===== src/design/assert_macros.svh =====
// ----------------------------------------------------------------------------
// assert_macros.svh
// Assertion helper macros shared by the RTL files
// ----------------------------------------------------------------------------
`ifndef ASSERT_MACROS_SVH
`define ASSERT_MACROS_SVH

`ifndef ASSERT_OFF

// implication checked on every clock edge outside reset
`define ASSERT_CLK(label, clk, rst_n, prop) \
    label: assert property (@(posedge clk) disable iff (!rst_n) prop) \
        else $error("assertion failed");

// plain invariant, also checked during reset
`define ASSERT_ALWAYS(label, clk, prop) \
    label: assert property (@(posedge clk) prop) \
        else $error("invariant failed");

`else

`define ASSERT_CLK(label, clk, rst_n, prop)
`define ASSERT_ALWAYS(label, clk, prop)

`endif

`endif


===== src/design/i2cbm_pkg.sv =====
// ----------------------------------------------------------------------------
// i2cbm_pkg
// Shared constants and types of the I2C byte master
// ----------------------------------------------------------------------------
package i2cbm_pkg;

    // command codes carried by a request
    localparam logic [2:0] OP_NONE   = 3'd0;
    localparam logic [2:0] OP_START  = 3'd1;
    localparam logic [2:0] OP_RSTART = 3'd2;
    localparam logic [2:0] OP_STOP   = 3'd3;
    localparam logic [2:0] OP_WRITE  = 3'd4;
    localparam logic [2:0] OP_READ   = 3'd5;

    // register map, selected by paddr[2]
    localparam logic REG_PHASE_TICKS    = 1'b0;
    localparam logic REG_ACK_POLL_LIMIT = 1'b1;

    // register reset values
    localparam logic [7:0] PHASE_TICKS_RST    = 8'd1;
    localparam logic [7:0] ACK_POLL_LIMIT_RST = 8'd20;

    // one result per tick
    typedef struct packed {
        logic       scl_level;
        logic       sda_pull_low;
        logic       busy_res;
        logic       done_res;
        logic       status;
        logic [7:0] read_byte;
    } result_t;

endpackage


===== src/design/i2cbm_seq.sv =====
// ----------------------------------------------------------------------------
// i2cbm_seq
// Bus sequencer: advances the quarter-bit state machine by one tick per request
// ----------------------------------------------------------------------------
`include "assert_macros.svh"

module i2cbm_seq
    import i2cbm_pkg::*;
(
    input  logic       aclk,
    input  logic       aresetn,
    input  logic       step_en,
    input  logic [2:0] opcode,
    input  logic [7:0] data_byte,
    input  logic       ack_enable,
    input  logic       sda_in,
    input  logic [7:0] phase_ticks,
    input  logic [7:0] ack_poll_limit,
    output result_t    result_next
);

    typedef enum logic [3:0] {
        ST_IDLE   = 4'd0,
        ST_START  = 4'd1,
        ST_RSTART = 4'd2,
        ST_STOP   = 4'd3,
        ST_WBIT   = 4'd4,
        ST_WTAIL  = 4'd5,
        ST_RPREP  = 4'd6,
        ST_RBIT   = 4'd7,
        ST_RACK   = 4'd8
    } seq_state_t;

    typedef struct packed {
        logic scl;
        logic sda;
    } line_t;

    // line drive set on entry to a quarter
    function automatic line_t enter_quarter(seq_state_t st, logic [2:0] q,
                                            logic msb, logic ar, line_t cur);
        line_t r;
        r = cur;
        case (st)
            ST_START: begin
                if (q == 3'd0) begin
                    r.scl = 1'b1;
                    r.sda = 1'b0;
                end else if (q == 3'd1) r.sda = 1'b1;
                else r.scl = 1'b0;
            end
            ST_RSTART: begin
                if (q == 3'd0) r.sda = 1'b0;
                else if (q == 3'd1) r.scl = 1'b1;
                else if (q == 3'd2) r.sda = 1'b1;
                else r.scl = 1'b0;
            end
            ST_STOP: begin
                if (q == 3'd0) r.scl = 1'b0;
                else if (q == 3'd1) r.sda = 1'b1;
                else if (q == 3'd2) r.scl = 1'b1;
                else r.sda = 1'b0;
            end
            ST_WBIT: begin
                if (q == 3'd0) r.scl = 1'b0;
                else if (q == 3'd1) r.sda = ~msb;
                else if (q == 3'd2) r.scl = 1'b1;
            end
            ST_WTAIL: begin
                if (q == 3'd0 || q == 3'd4) r.scl = 1'b0;
                else if (q == 3'd1) r.sda = 1'b0;
                else if (q == 3'd2) r.scl = 1'b1;
            end
            ST_RPREP: begin
                if (q == 3'd0) r.scl = 1'b0;
                else r.sda = 1'b0;
            end
            ST_RBIT: begin
                if (q == 3'd0) r.scl = 1'b1;
                else if (q == 3'd2) r.scl = 1'b0;
            end
            ST_RACK: begin
                if (q == 3'd0) r.sda = ar;
                else if (q == 3'd1) r.scl = 1'b1;
                else r.scl = 1'b0;
            end
            default: ;
        endcase
        return r;
    endfunction

    seq_state_t state_reg, state_next;
    logic [2:0] quarter_reg, quarter_next;
    logic [7:0] phase_reg, phase_next;
    logic [3:0] bit_reg, bit_next;
    logic [7:0] shift_reg, shift_next;
    logic [7:0] poll_reg, poll_next;
    line_t      line_reg, line_next;
    logic       ack_flag_reg, ack_flag_next;
    logic       ack_req_reg, ack_req_next;
    logic [7:0] held_read_reg, held_read_next;

    logic       done;
    logic       advance;
    logic       finish;
    logic       go_en;
    seq_state_t go_state;
    logic [2:0] go_quarter;
    logic [7:0] span;
    logic [7:0] limit;

    // zero phase count or poll limit behaves as one
    assign span  = (phase_ticks == 8'd0) ? 8'd1 : phase_ticks;
    assign limit = (ack_poll_limit == 8'd0) ? 8'd1 : ack_poll_limit;

    // one tick of the sequencer
    always_comb begin
        state_next     = state_reg;
        quarter_next   = quarter_reg;
        phase_next     = phase_reg;
        bit_next       = bit_reg;
        shift_next     = shift_reg;
        poll_next      = poll_reg;
        line_next      = line_reg;
        ack_flag_next  = ack_flag_reg;
        ack_req_next   = ack_req_reg;
        held_read_next = held_read_reg;
        done           = 1'b0;
        advance        = 1'b0;
        finish         = 1'b0;
        go_en          = 1'b0;
        go_state       = state_reg;
        go_quarter     = quarter_reg;

        // command taken only while idle
        if (step_en && state_reg == ST_IDLE &&
            (opcode inside {OP_START, OP_RSTART, OP_STOP, OP_WRITE, OP_READ})) begin
            ack_flag_next = 1'b0;
            ack_req_next  = ack_enable;
            bit_next      = 4'd0;
            poll_next     = 8'd0;
            case (opcode)
                OP_START:  state_next = ST_START;
                OP_RSTART: state_next = ST_RSTART;
                OP_STOP:   state_next = ST_STOP;
                OP_WRITE: begin
                    shift_next = data_byte;
                    state_next = ST_WBIT;
                end
                OP_READ: begin
                    shift_next = 8'd0;
                    state_next = ST_RPREP;
                end
                default: ;
            endcase
            quarter_next = 3'd0;
            phase_next   = 8'd0;
            line_next    = enter_quarter(state_next, quarter_next, shift_next[7],
                                         ack_req_next, line_next);
        end

        // phase timing, or ack polling in the high quarter of the write tail
        if (step_en && state_next != ST_IDLE) begin
            if (state_next == ST_WTAIL && quarter_next == 3'd3) begin
                if (!sda_in) begin
                    advance = 1'b1;
                end else begin
                    poll_next = 8'(poll_next + 8'd1);
                    if (poll_next >= limit) begin
                        ack_flag_next = 1'b1;
                        advance       = 1'b1;
                    end
                end
            end else begin
                phase_next = 8'(phase_next + 8'd1);
                if (phase_next >= span) begin
                    phase_next = 8'd0;
                    advance    = 1'b1;
                end
            end
        end

        // end of quarter: pick the next quarter or finish
        if (advance) begin
            case (state_next)
                ST_START: begin
                    if (quarter_next >= 3'd2) finish = 1'b1;
                    else begin
                        go_en      = 1'b1;
                        go_state   = ST_START;
                        go_quarter = 3'(quarter_next + 3'd1);
                    end
                end
                ST_RSTART, ST_STOP: begin
                    if (quarter_next >= 3'd3) finish = 1'b1;
                    else begin
                        go_en      = 1'b1;
                        go_state   = state_next;
                        go_quarter = 3'(quarter_next + 3'd1);
                    end
                end
                ST_WBIT: begin
                    go_en = 1'b1;
                    if (quarter_next < 3'd3) begin
                        go_state   = ST_WBIT;
                        go_quarter = 3'(quarter_next + 3'd1);
                    end else begin
                        shift_next = {shift_next[6:0], 1'b0};
                        bit_next   = 4'(bit_next + 4'd1);
                        go_state   = (bit_next >= 4'd8) ? ST_WTAIL : ST_WBIT;
                        go_quarter = 3'd0;
                    end
                end
                ST_WTAIL: begin
                    if (quarter_next == 3'd0 && !ack_req_next) begin
                        finish = 1'b1;
                    end else if (quarter_next >= 3'd4) begin
                        line_next.sda = 1'b1;
                        finish        = 1'b1;
                    end else begin
                        go_en      = 1'b1;
                        go_state   = ST_WTAIL;
                        go_quarter = 3'(quarter_next + 3'd1);
                    end
                end
                ST_RPREP: begin
                    go_en = 1'b1;
                    if (quarter_next == 3'd0) begin
                        go_state   = ST_RPREP;
                        go_quarter = 3'd1;
                    end else begin
                        bit_next   = 4'd0;
                        go_state   = ST_RBIT;
                        go_quarter = 3'd0;
                    end
                end
                ST_RBIT: begin
                    go_en = 1'b1;
                    // sample at the last tick of the high quarter
                    if (quarter_next == 3'd1) shift_next = {shift_next[6:0], sda_in};
                    if (quarter_next < 3'd3) begin
                        go_state   = ST_RBIT;
                        go_quarter = 3'(quarter_next + 3'd1);
                    end else begin
                        bit_next   = 4'(bit_next + 4'd1);
                        go_quarter = 3'd0;
                        if (bit_next >= 4'd8) begin
                            held_read_next = shift_next;
                            go_state       = ST_RACK;
                        end else begin
                            go_state = ST_RBIT;
                        end
                    end
                end
                ST_RACK: begin
                    if (quarter_next >= 3'd2) finish = 1'b1;
                    else begin
                        go_en      = 1'b1;
                        go_state   = ST_RACK;
                        go_quarter = 3'(quarter_next + 3'd1);
                    end
                end
                default: finish = 1'b1;
            endcase

            if (finish) begin
                state_next   = ST_IDLE;
                quarter_next = 3'd0;
                phase_next   = 8'd0;
                done         = 1'b1;
            end else if (go_en) begin
                state_next   = go_state;
                quarter_next = go_quarter;
                phase_next   = 8'd0;
                line_next    = enter_quarter(state_next, quarter_next, shift_next[7],
                                             ack_req_next, line_next);
            end
        end
    end

    // result of this tick
    assign result_next.scl_level    = line_next.scl;
    assign result_next.sda_pull_low = line_next.sda;
    assign result_next.busy_res     = (state_next != ST_IDLE);
    assign result_next.done_res     = done;
    assign result_next.status       = ack_flag_next;
    assign result_next.read_byte    = held_read_next;

    // sequencer state
    always_ff @(posedge aclk) begin
        if (!aresetn) begin
            state_reg     <= ST_IDLE;
            quarter_reg   <= 3'd0;
            phase_reg     <= 8'd0;
            bit_reg       <= 4'd0;
            shift_reg     <= 8'd0;
            poll_reg      <= 8'd0;
            line_reg      <= '{scl: 1'b1, sda: 1'b0};
            ack_flag_reg  <= 1'b0;
            ack_req_reg   <= 1'b0;
            held_read_reg <= 8'd0;
        end else begin
            state_reg     <= state_next;
            quarter_reg   <= quarter_next;
            phase_reg     <= phase_next;
            bit_reg       <= bit_next;
            shift_reg     <= shift_next;
            poll_reg      <= poll_next;
            line_reg      <= line_next;
            ack_flag_reg  <= ack_flag_next;
            ack_req_reg   <= ack_req_next;
            held_read_reg <= held_read_next;
        end
    end

    // idle keeps the quarter and phase counters cleared
    `ASSERT_CLK(a_idle_counters_clear, aclk, aresetn,
        (state_reg == ST_IDLE) |-> (quarter_reg == 3'd0 && phase_reg == 8'd0))
    // a finished command leaves the sequencer idle
    `ASSERT_CLK(a_done_goes_idle, aclk, aresetn,
        (step_en && result_next.done_res) |=> (state_reg == ST_IDLE))
    // bit counter never runs past one byte
    `ASSERT_CLK(a_bit_count_range, aclk, aresetn, bit_reg <= 4'd8)
    // the write tail is the only sequence with a fifth quarter
    `ASSERT_CLK(a_quarter_range, aclk, aresetn,
        (quarter_reg == 3'd4) |-> (state_reg == ST_WTAIL))

endmodule


===== src/design/i2c_byte_master_unit.sv =====
// ----------------------------------------------------------------------------
// i2c_byte_master_unit
// Open-drain I2C master byte controller, one bus tick per request
// ----------------------------------------------------------------------------
// Each request on the s_ channel is one timing tick: an optional command
// (start, repeated start, stop, write byte, read byte) plus the sampled SDA
// level. Each request yields exactly one result on the m_ channel: the SCL
// and SDA drive after the tick, busy, done, ack status and the last read byte.
// The result is registered at the edge that accepts its request. Throughput
// is one request per cycle unless the receiver stalls; the sequencer step is
// a single pass of logic between the state registers and the result register.
// s_ready is high whenever the result register is empty or being taken, so a
// stalled receiver holds the result and stops new requests only while it
// stalls. Commands arriving while a command runs are ignored.
// The APB port holds phase_ticks (address 0, reset 1) and ack_poll_limit
// (address 4, reset 20); write them only while the bus sequencer is idle.
// Reset (aresetn low, synchronous) empties the result register, releases SCL
// and SDA and returns the sequencer to idle; no clearing pass is needed.
// ----------------------------------------------------------------------------
module i2c_byte_master_unit
    import i2cbm_pkg::*;
(
    input  logic        aclk,
    input  logic        aresetn,
    // request channel
    input  logic        s_valid,
    output logic        s_ready,
    input  logic [2:0]  s_opcode,
    input  logic [7:0]  s_data_byte,
    input  logic        s_ack_enable,
    input  logic        s_sda_in,
    // result channel
    output logic        m_valid,
    input  logic        m_ready,
    output logic        m_scl_level,
    output logic        m_sda_pull_low,
    output logic        m_busy_res,
    output logic        m_done_res,
    output logic        m_status,
    output logic [7:0]  m_read_byte,
    // configuration port
    input  logic        psel,
    input  logic        penable,
    input  logic        pwrite,
    input  logic [2:0]  paddr,
    input  logic [31:0] pwdata,
    output logic [31:0] prdata,
    output logic        pready
);

    logic [7:0] phase_ticks_reg;
    logic [7:0] ack_poll_limit_reg;
    logic       m_valid_reg;
    result_t    result_reg;
    result_t    result_next;
    logic       step_en;

    // configuration registers
    assign pready = 1'b1;

    always_ff @(posedge aclk) begin
        if (!aresetn) begin
            phase_ticks_reg    <= PHASE_TICKS_RST;
            ack_poll_limit_reg <= ACK_POLL_LIMIT_RST;
        end else if (psel && penable && pwrite) begin
            case (paddr[2])
                REG_PHASE_TICKS:    phase_ticks_reg    <= pwdata[7:0];
                REG_ACK_POLL_LIMIT: ack_poll_limit_reg <= pwdata[7:0];
                default: ;
            endcase
        end
    end

    // register readback, low address bits ignored
    always_comb begin
        case (paddr[2])
            REG_PHASE_TICKS:    prdata = {24'd0, phase_ticks_reg};
            REG_ACK_POLL_LIMIT: prdata = {24'd0, ack_poll_limit_reg};
            default:            prdata = 32'd0;
        endcase
    end

    // request accepted when the result slot is free or being drained
    assign s_ready = !m_valid_reg || m_ready;
    assign step_en = s_valid && s_ready;

    i2cbm_seq u_seq (
        .aclk           (aclk),
        .aresetn        (aresetn),
        .step_en        (step_en),
        .opcode         (s_opcode),
        .data_byte      (s_data_byte),
        .ack_enable     (s_ack_enable),
        .sda_in         (s_sda_in),
        .phase_ticks    (phase_ticks_reg),
        .ack_poll_limit (ack_poll_limit_reg),
        .result_next    (result_next)
    );

    // result register
    always_ff @(posedge aclk) begin
        if (!aresetn) begin
            m_valid_reg <= 1'b0;
        end else if (step_en) begin
            m_valid_reg <= 1'b1;
        end else if (m_ready) begin
            m_valid_reg <= 1'b0;
        end
    end

    always_ff @(posedge aclk) begin
        if (step_en) begin
            result_reg <= result_next;
        end
    end

    assign m_valid        = m_valid_reg;
    assign m_scl_level    = result_reg.scl_level;
    assign m_sda_pull_low = result_reg.sda_pull_low;
    assign m_busy_res     = result_reg.busy_res;
    assign m_done_res     = result_reg.done_res;
    assign m_status       = result_reg.status;
    assign m_read_byte    = result_reg.read_byte;

endmodule

===== config.mk =====
export PLATFORM = sky130hd
export DESIGN_NAME = i2c_byte_master_unit
export DESIGN_NICKNAME = d
export VERILOG_FILES = /design/src/design/i2cbm_pkg.sv /design/src/design/i2cbm_seq.sv /design/src/design/i2c_byte_master_unit.sv
export VERILOG_INCLUDE_DIRS = /design/src /design/src/design
export SDC_FILE = /design/constraint.sdc
export NUM_CORES = 1
export LEC_CHECK = 0
export BUFFER_PORTS_ARGS = -buffer_cell sky130_fd_sc_hd__buf_4
export CORE_MARGIN = 5
export CORE_UTILIZATION = 43
export CTS_CLUSTER_SIZE = 10
export DETAILED_ROUTE_END_ITERATION = 6
export PLACE_DENSITY_LB_ADDON = 0.2
export SYNTH_ARGS = -nofsm -noshare
export SYNTH_HDL_FRONTEND = slang
export SYNTH_SLANG_ARGS = --single-unit

===== constraint.sdc =====
create_clock -name aclk -period 6.74 [get_ports aclk]
set_input_delay 1.348 -clock aclk [delete_from_list [all_inputs] [get_ports aclk]]
set_output_delay 1.348 -clock aclk [all_outputs]
set_load 0.005 [all_outputs]

# --- Word-level counts from Yosys, hierarchy flattened ---
# Index checks and enable logic that the tools add are counted.
totals:
  mem_count: 0
  mem_bits_rw: 0
  rom_bits: 0
  input_bits: 55
  reg_bits: 77
  latch_bits: 0
op_classes:
  magnitude_cmp: 7
  n_reduce_logical: 31
  shift: 0
  mul: 0
  div_mod_pow: 0
  add_sub_neg: 4
  eq_ne: 34
  bitwise_logic: 2
  n_mux: 124
ops:
  columns: ["op", "n"]
  rows:
  - ["$mux 8", 22]
  - ["$mux 4", 18]
  - ["$pmux 32 s2", 1]
  - ["$mux 1", 56]
  - ["$eq 4x3->1 const B", 12]
  - ["$pmux 8 s2", 2]
  - ["$mux 3", 10]
  - ["$pmux 4 s7", 1]
  - ["$eq 4x2->1 const B", 6]
  - ["$pmux 4 s5", 1]
  - ["$add 8x1->8 const B", 2]
  - ["$ge 8x8->1", 2]
  - ["$logic_not 8->1", 2]
  - ["$pmux 3 s5", 1]
  - ["$pmux 1 s7", 2]
  - ["$eq 3x2->1 const B", 4]
  - ["$eq 4x1->1 const B", 3]
  - ["$eq 4x4->1 const B", 3]
  - ["$reduce_or 2->1", 6]
  - ["$mux 2", 5]
  - ["$eq 3x1->1 const B", 3]
  - ["$eq 3x3->1 const B", 3]
  - ["$logic_and 1x1->1", 8]
  - ["$pmux 1 s4", 2]
  - ["other kinds (19)", 27]

# --- Logic depth before layout (Yosys ltp) ---
logic_depth:
  depth_word: 21
  depth_mapped: 21

# --- Modules after synthesis ---
# From an unflattened synthesis, not the netlist that was laid out.
unflattened:
  cells_unflattened: 707
  hier_area_um2: 5849.4
modules_own_cells:
  columns: ["module", "seq_area_each_um2", "area_each_um2", "cells_each", "n_inst"]
  rows:
  - ["i2cbm_seq", 940.9, 4458.0, 586, 1]
  - ["i2c_byte_master_unit", 730.7, 1391.3, 121, 1]

# --- Least setup slack after synthesis ---
# Ideal clock, no wire load.
synth_timing:
  path_kind: "in2reg"
  from: "input port m_ready"
  to: "register result_reg (netlist bit m_sda_pull_low), data pin"
  setup_ns: 0.261
  required_ns: 6.479
  arrival_ns: 5.158
  path_slack_ns: 1.321
  cell_stages: 20
  cell_sequence: "nor2b_2 > clkinv_1 > o2111ai_1 > buf_2 > clkbuf_1 > and2_1 > ha_1 > nand3_1 > xor2_1 > nor2_1 > ha_1 > and2_1 > o21ai_0 > o21ai_0 > o41a_1 > o221ai_1 > buf_2 > buf_1 > nor2_1 > a221o_1"
synth_lines:
  columns: ["item", "line", "source"]
  rows:
  - ["start: declaration", "i2c_byte_master_unit.sv:34", "input logic m_ready,"]
  - ["end signal: assignment", "i2c_byte_master_unit.sv:113", "result_reg <= result_next;"]
  - ["end: declaration", "i2c_byte_master_unit.sv:54", "result_t result_reg;"]

==> flow_summary.toml <==
[status]
outcome = "completed"

[min_path]
worst_hold_path.endpoint = "phase_ticks_reg[3]"
hold_depth = 2
hp-class = "reg2reg"
min_from = "phase_ticks_reg[3]"

[synthesis]
synthCells = 700
syn_area_mm2 = 0.00570
synth-edff-count = 13
synth_warnings = 0
ys_top_cells_by_area = "dfxtp_1 22%, edfxtp_1 6.8%, nand2_1 5.9%, ha_1 5.5%, nor2_1 4.5%"
synth_top_area_share_pct = 22.5
syn_avg_cell_area_um2 = 8.14
synth_top_cell_by_area = "dfxtp_1"
synthArstFlopShare_pct = 0
synth_top_flop_cell = "dfxtp_1"
ys_types = 88
synth_seq_area_share_pct = 29.3
ys_ff_latch = 77

[setup_path]
critPathLaunchType = "input port"
required_ns = 6.96
crit_family = "compound AO/OA/AOI/OAI gates"
reg2reg_slack_ns = 1.76
worstSetupEndpointType = "flip-flop"
critPathBufInv = 1
path_common_cell = "and2_1"
worst-path-max-fanout = 14
r2r_cells = 16
cp_slowest_cell = "o221ai_2"
crit_path_cell_trace = "buf_4, o21ba_2, o2111ai_2, and2_1, ha_1, nand3_1, xor2_1, nor2_1, ha_1, and2_1, o21ai_0, o21ai_0, o41a_1, o221ai_2, nor2_1, mux2_2, and2_1"
r2r-end = "u_seq.held_read_reg[5]"
path_class = "in2reg"
cp.arrival_ns = 5.70
r2r-start = "u_seq.state_reg[0]"
crit_path_max_incr_delay_ns = 0.60

[clocking]
cts_resized = 0
clock-sinks = 77
path_clk_slew_ns = 0.05
postCtsHoldBufs = 0
numCtsBuffers = 9
htree_num_levels = 3
cts_setup_buffers = 0
clockRootBuffer = "clkbuf_16"
clock_path_buffers = 2
cts_tree = "built"
clkLatencyLatePin_ns = 0.33

[sta]
slew_viol_final = 0
finClkSkew_ns = 0.00707
fin_crit_ns = 5.47
report.final.hold_viol_count = 0
setup_tns_ns = 0
rsz0062_at_grt = "no"
relSlewSlack_pct = 44.2
fin_crit_sh_pct = 81.2
setup_violations = 0
fmax_ghz = 0.183
worst_pin_slew_ns = 0.831

[finish]
nNetsFinal = 815
final_cell_area_mm2 = 0.00640
layoutNonFillerInstCount = 916
drive_above_1_share_pct = 15.3
antennaDiodeCount = 0
synthToLayoutAreaGrowth_pct = 12.3

[flow_run]
max-cap-violations = 0

[grt]
grt_max_degree = 31
grt_antenna_before_repair = 0
grt_pass1_vias = 5024
track_usage_pct = 19.3
grt_overflow = 0
grt_pass1_wl_mm = 25.3

[detailed_routing]
wl_mm = 15.3
first_iter_violations = 470
dr_total_vias = 5247
drc = 0
wl_per_cell_um = 16.7
vias_per_cell = 5.73
drt_first_pass_iters = 5
antenna_left = 0

[place]
gp_congestion = 0.930
io_buffers = 51
dp_cells = 900
place_area_mm2 = 0.00612
dp_hpwl_mm = 11.5

[floorplan]
rows = 42
start_util_pct = 43.4
die-width_um = 125
coreArea_mm2 = 0.0131
dieArea_mm2 = 0.0157
die_height_um = 125
io_pins = 103

[pwr]
leakage_nw = 2.59
power_density_mw_per_mm2 = 193
ir_worst_vdd_mv = 0.154
==> report_power, final <==
group	total, mW	leakage, nW	internal, mW	switching [mW]
clock network	0.462	0.135	0.282	0.180
registers	0.493	0.645	0.482	0.0115
logic	0.281	1.81	0.107	0.174
total	1.24	2.59	0.871	0.366
==> area by class of cell <==
class	instances	area [um^2]
fill	1315	6740
multi-input combinational	555	3660
sequential	77	1670
timing repair buffer	59	443
clock buffer	10	229
tap	176	220
inverter	33	124
clock inverter	6	53.8
==> metrics by stage <==
| stage | worst slack [ns] | hold WS (ns) | total power [mW] | util [%] |
|---|---|---|---|---|
| floorplan | 1.32 | 0.436 | 0.702 | - |
| global placement | 0.967 | 0.446 | 0.775 | 46.6 |
| detailed placement | 0.907 | 0.451 | 0.779 | 46.6 |
| CTS | 1.25 | 0.459 | 1.24 | 48.7 |
| global route | 0.933 | 0.500 | 1.30 | 48.7 |
| finish | 1.27 | 0.454 | 1.24 | 48.7 |
==> worst reg2reg max path: stages (launching register included) <==
cell	delay, ns
dfxtp_1	0.49
nor4_4	0.46
o2111ai_2	0.36
and2_1	0.33
ha_1	0.22
nand3_1	0.15
xor2_1	0.15
nor2_1	0.07
ha_1	0.34
and2_1	0.15
o21ai_0	0.14
o21ai_0	0.12
o41a_1	0.38
o221ai_2	0.60
nor2_1	0.39
mux2_2	0.37
and2_1	0.16
==> layout by cell type (no fill, tap or decap), types with 3 or more instances in the layout <==
master and count:
dfxtp_1 64, nand2b_1 8, o22a_1 6, mux2i_1 13, a21oi_1 46, clkbuf_16 9, edfxtp_1 13, buf_4 59
nand4_1 6, inv_1 30, and2_1 18, nor2b_1 9, a31oi_1 4, clkinv_1 5, o211ai_1 10, and3_1 15
o21ai_0 23, a22oi_1 11, a211oi_1 7, nor3_1 12, a32oi_1 8, nor3_2 4, nand3b_1 5, o41a_1 5
xnor2_1 11, a41o_1 4, nand3_1 19, o32a_1 3, conb_1 25, nand2_1 89, a21o_1 8, nor2_1 68
a221o_1 3, a41oi_1 3, ha_1 25, or3_1 3, nor4_1 4, xor2_1 9, mux2_2 10
==> worst max-delay path by stage <==
stage | start | end | slack, ns | cells past startpoint
after floorplan | m_ready | m_sda_pull_low | 1.32 | 20
after detailed placement | s_opcode[1] | u_seq.held_read_reg[5] | 0.91 | 17
after global routing | m_ready | m_busy_res | 0.93 | 19
final | s_opcode[1] | u_seq.held_read_reg[5] | 1.27 | 17
after global placement | s_opcode[1] | u_seq.held_read_reg[2] | 0.97 | 17
after CTS | s_opcode[1] | u_seq.held_read_reg[5] | 1.25 | 17
==> Yosys cell counts (11+ instances only) <==
cell type / instances
buf_4: 27
a21oi_1: 46
nor2_1: 68
and3_1: 15
mux2i_1: 13
edfxtp_1: 13
ha_1: 25
a22oi_1: 11
o21ai_0: 23
and2_1: 18
nor3_1: 12
inv_1: 30
clkbuf_1: 17
nand2_1: 89
dfxtp_1: 64
nand3_1: 19
xnor2_1: 11
==> per-layer routing <==
layer | track usage (%) | vias to the layer above | wire (um)
met5 | 0 | - | 0
met4 | 5.93 | 0 | 312
met3 | 3.92 | 25 | 1000
met2 | 31.8 | 178 | 7090
met1 | 25.5 | 2474 | 6930
li1 | - | 2570 | -
==> kinds of logic (layout without fill, tap and decap cells) <==
group	after synthesis	count (layout)	synth area share (%)
simple gates	274	274	23.6
buf+inv	91	108	8.23
flops	77	77	29.3
fa+ha+maj	26	26	5.69
other cells	2	25	0.132
xor+xnor	20	20	3.07
compound gates	186	186	25.4
mux	24	24	4.50
Note: power is estimated with default switching activity, not from simulation.
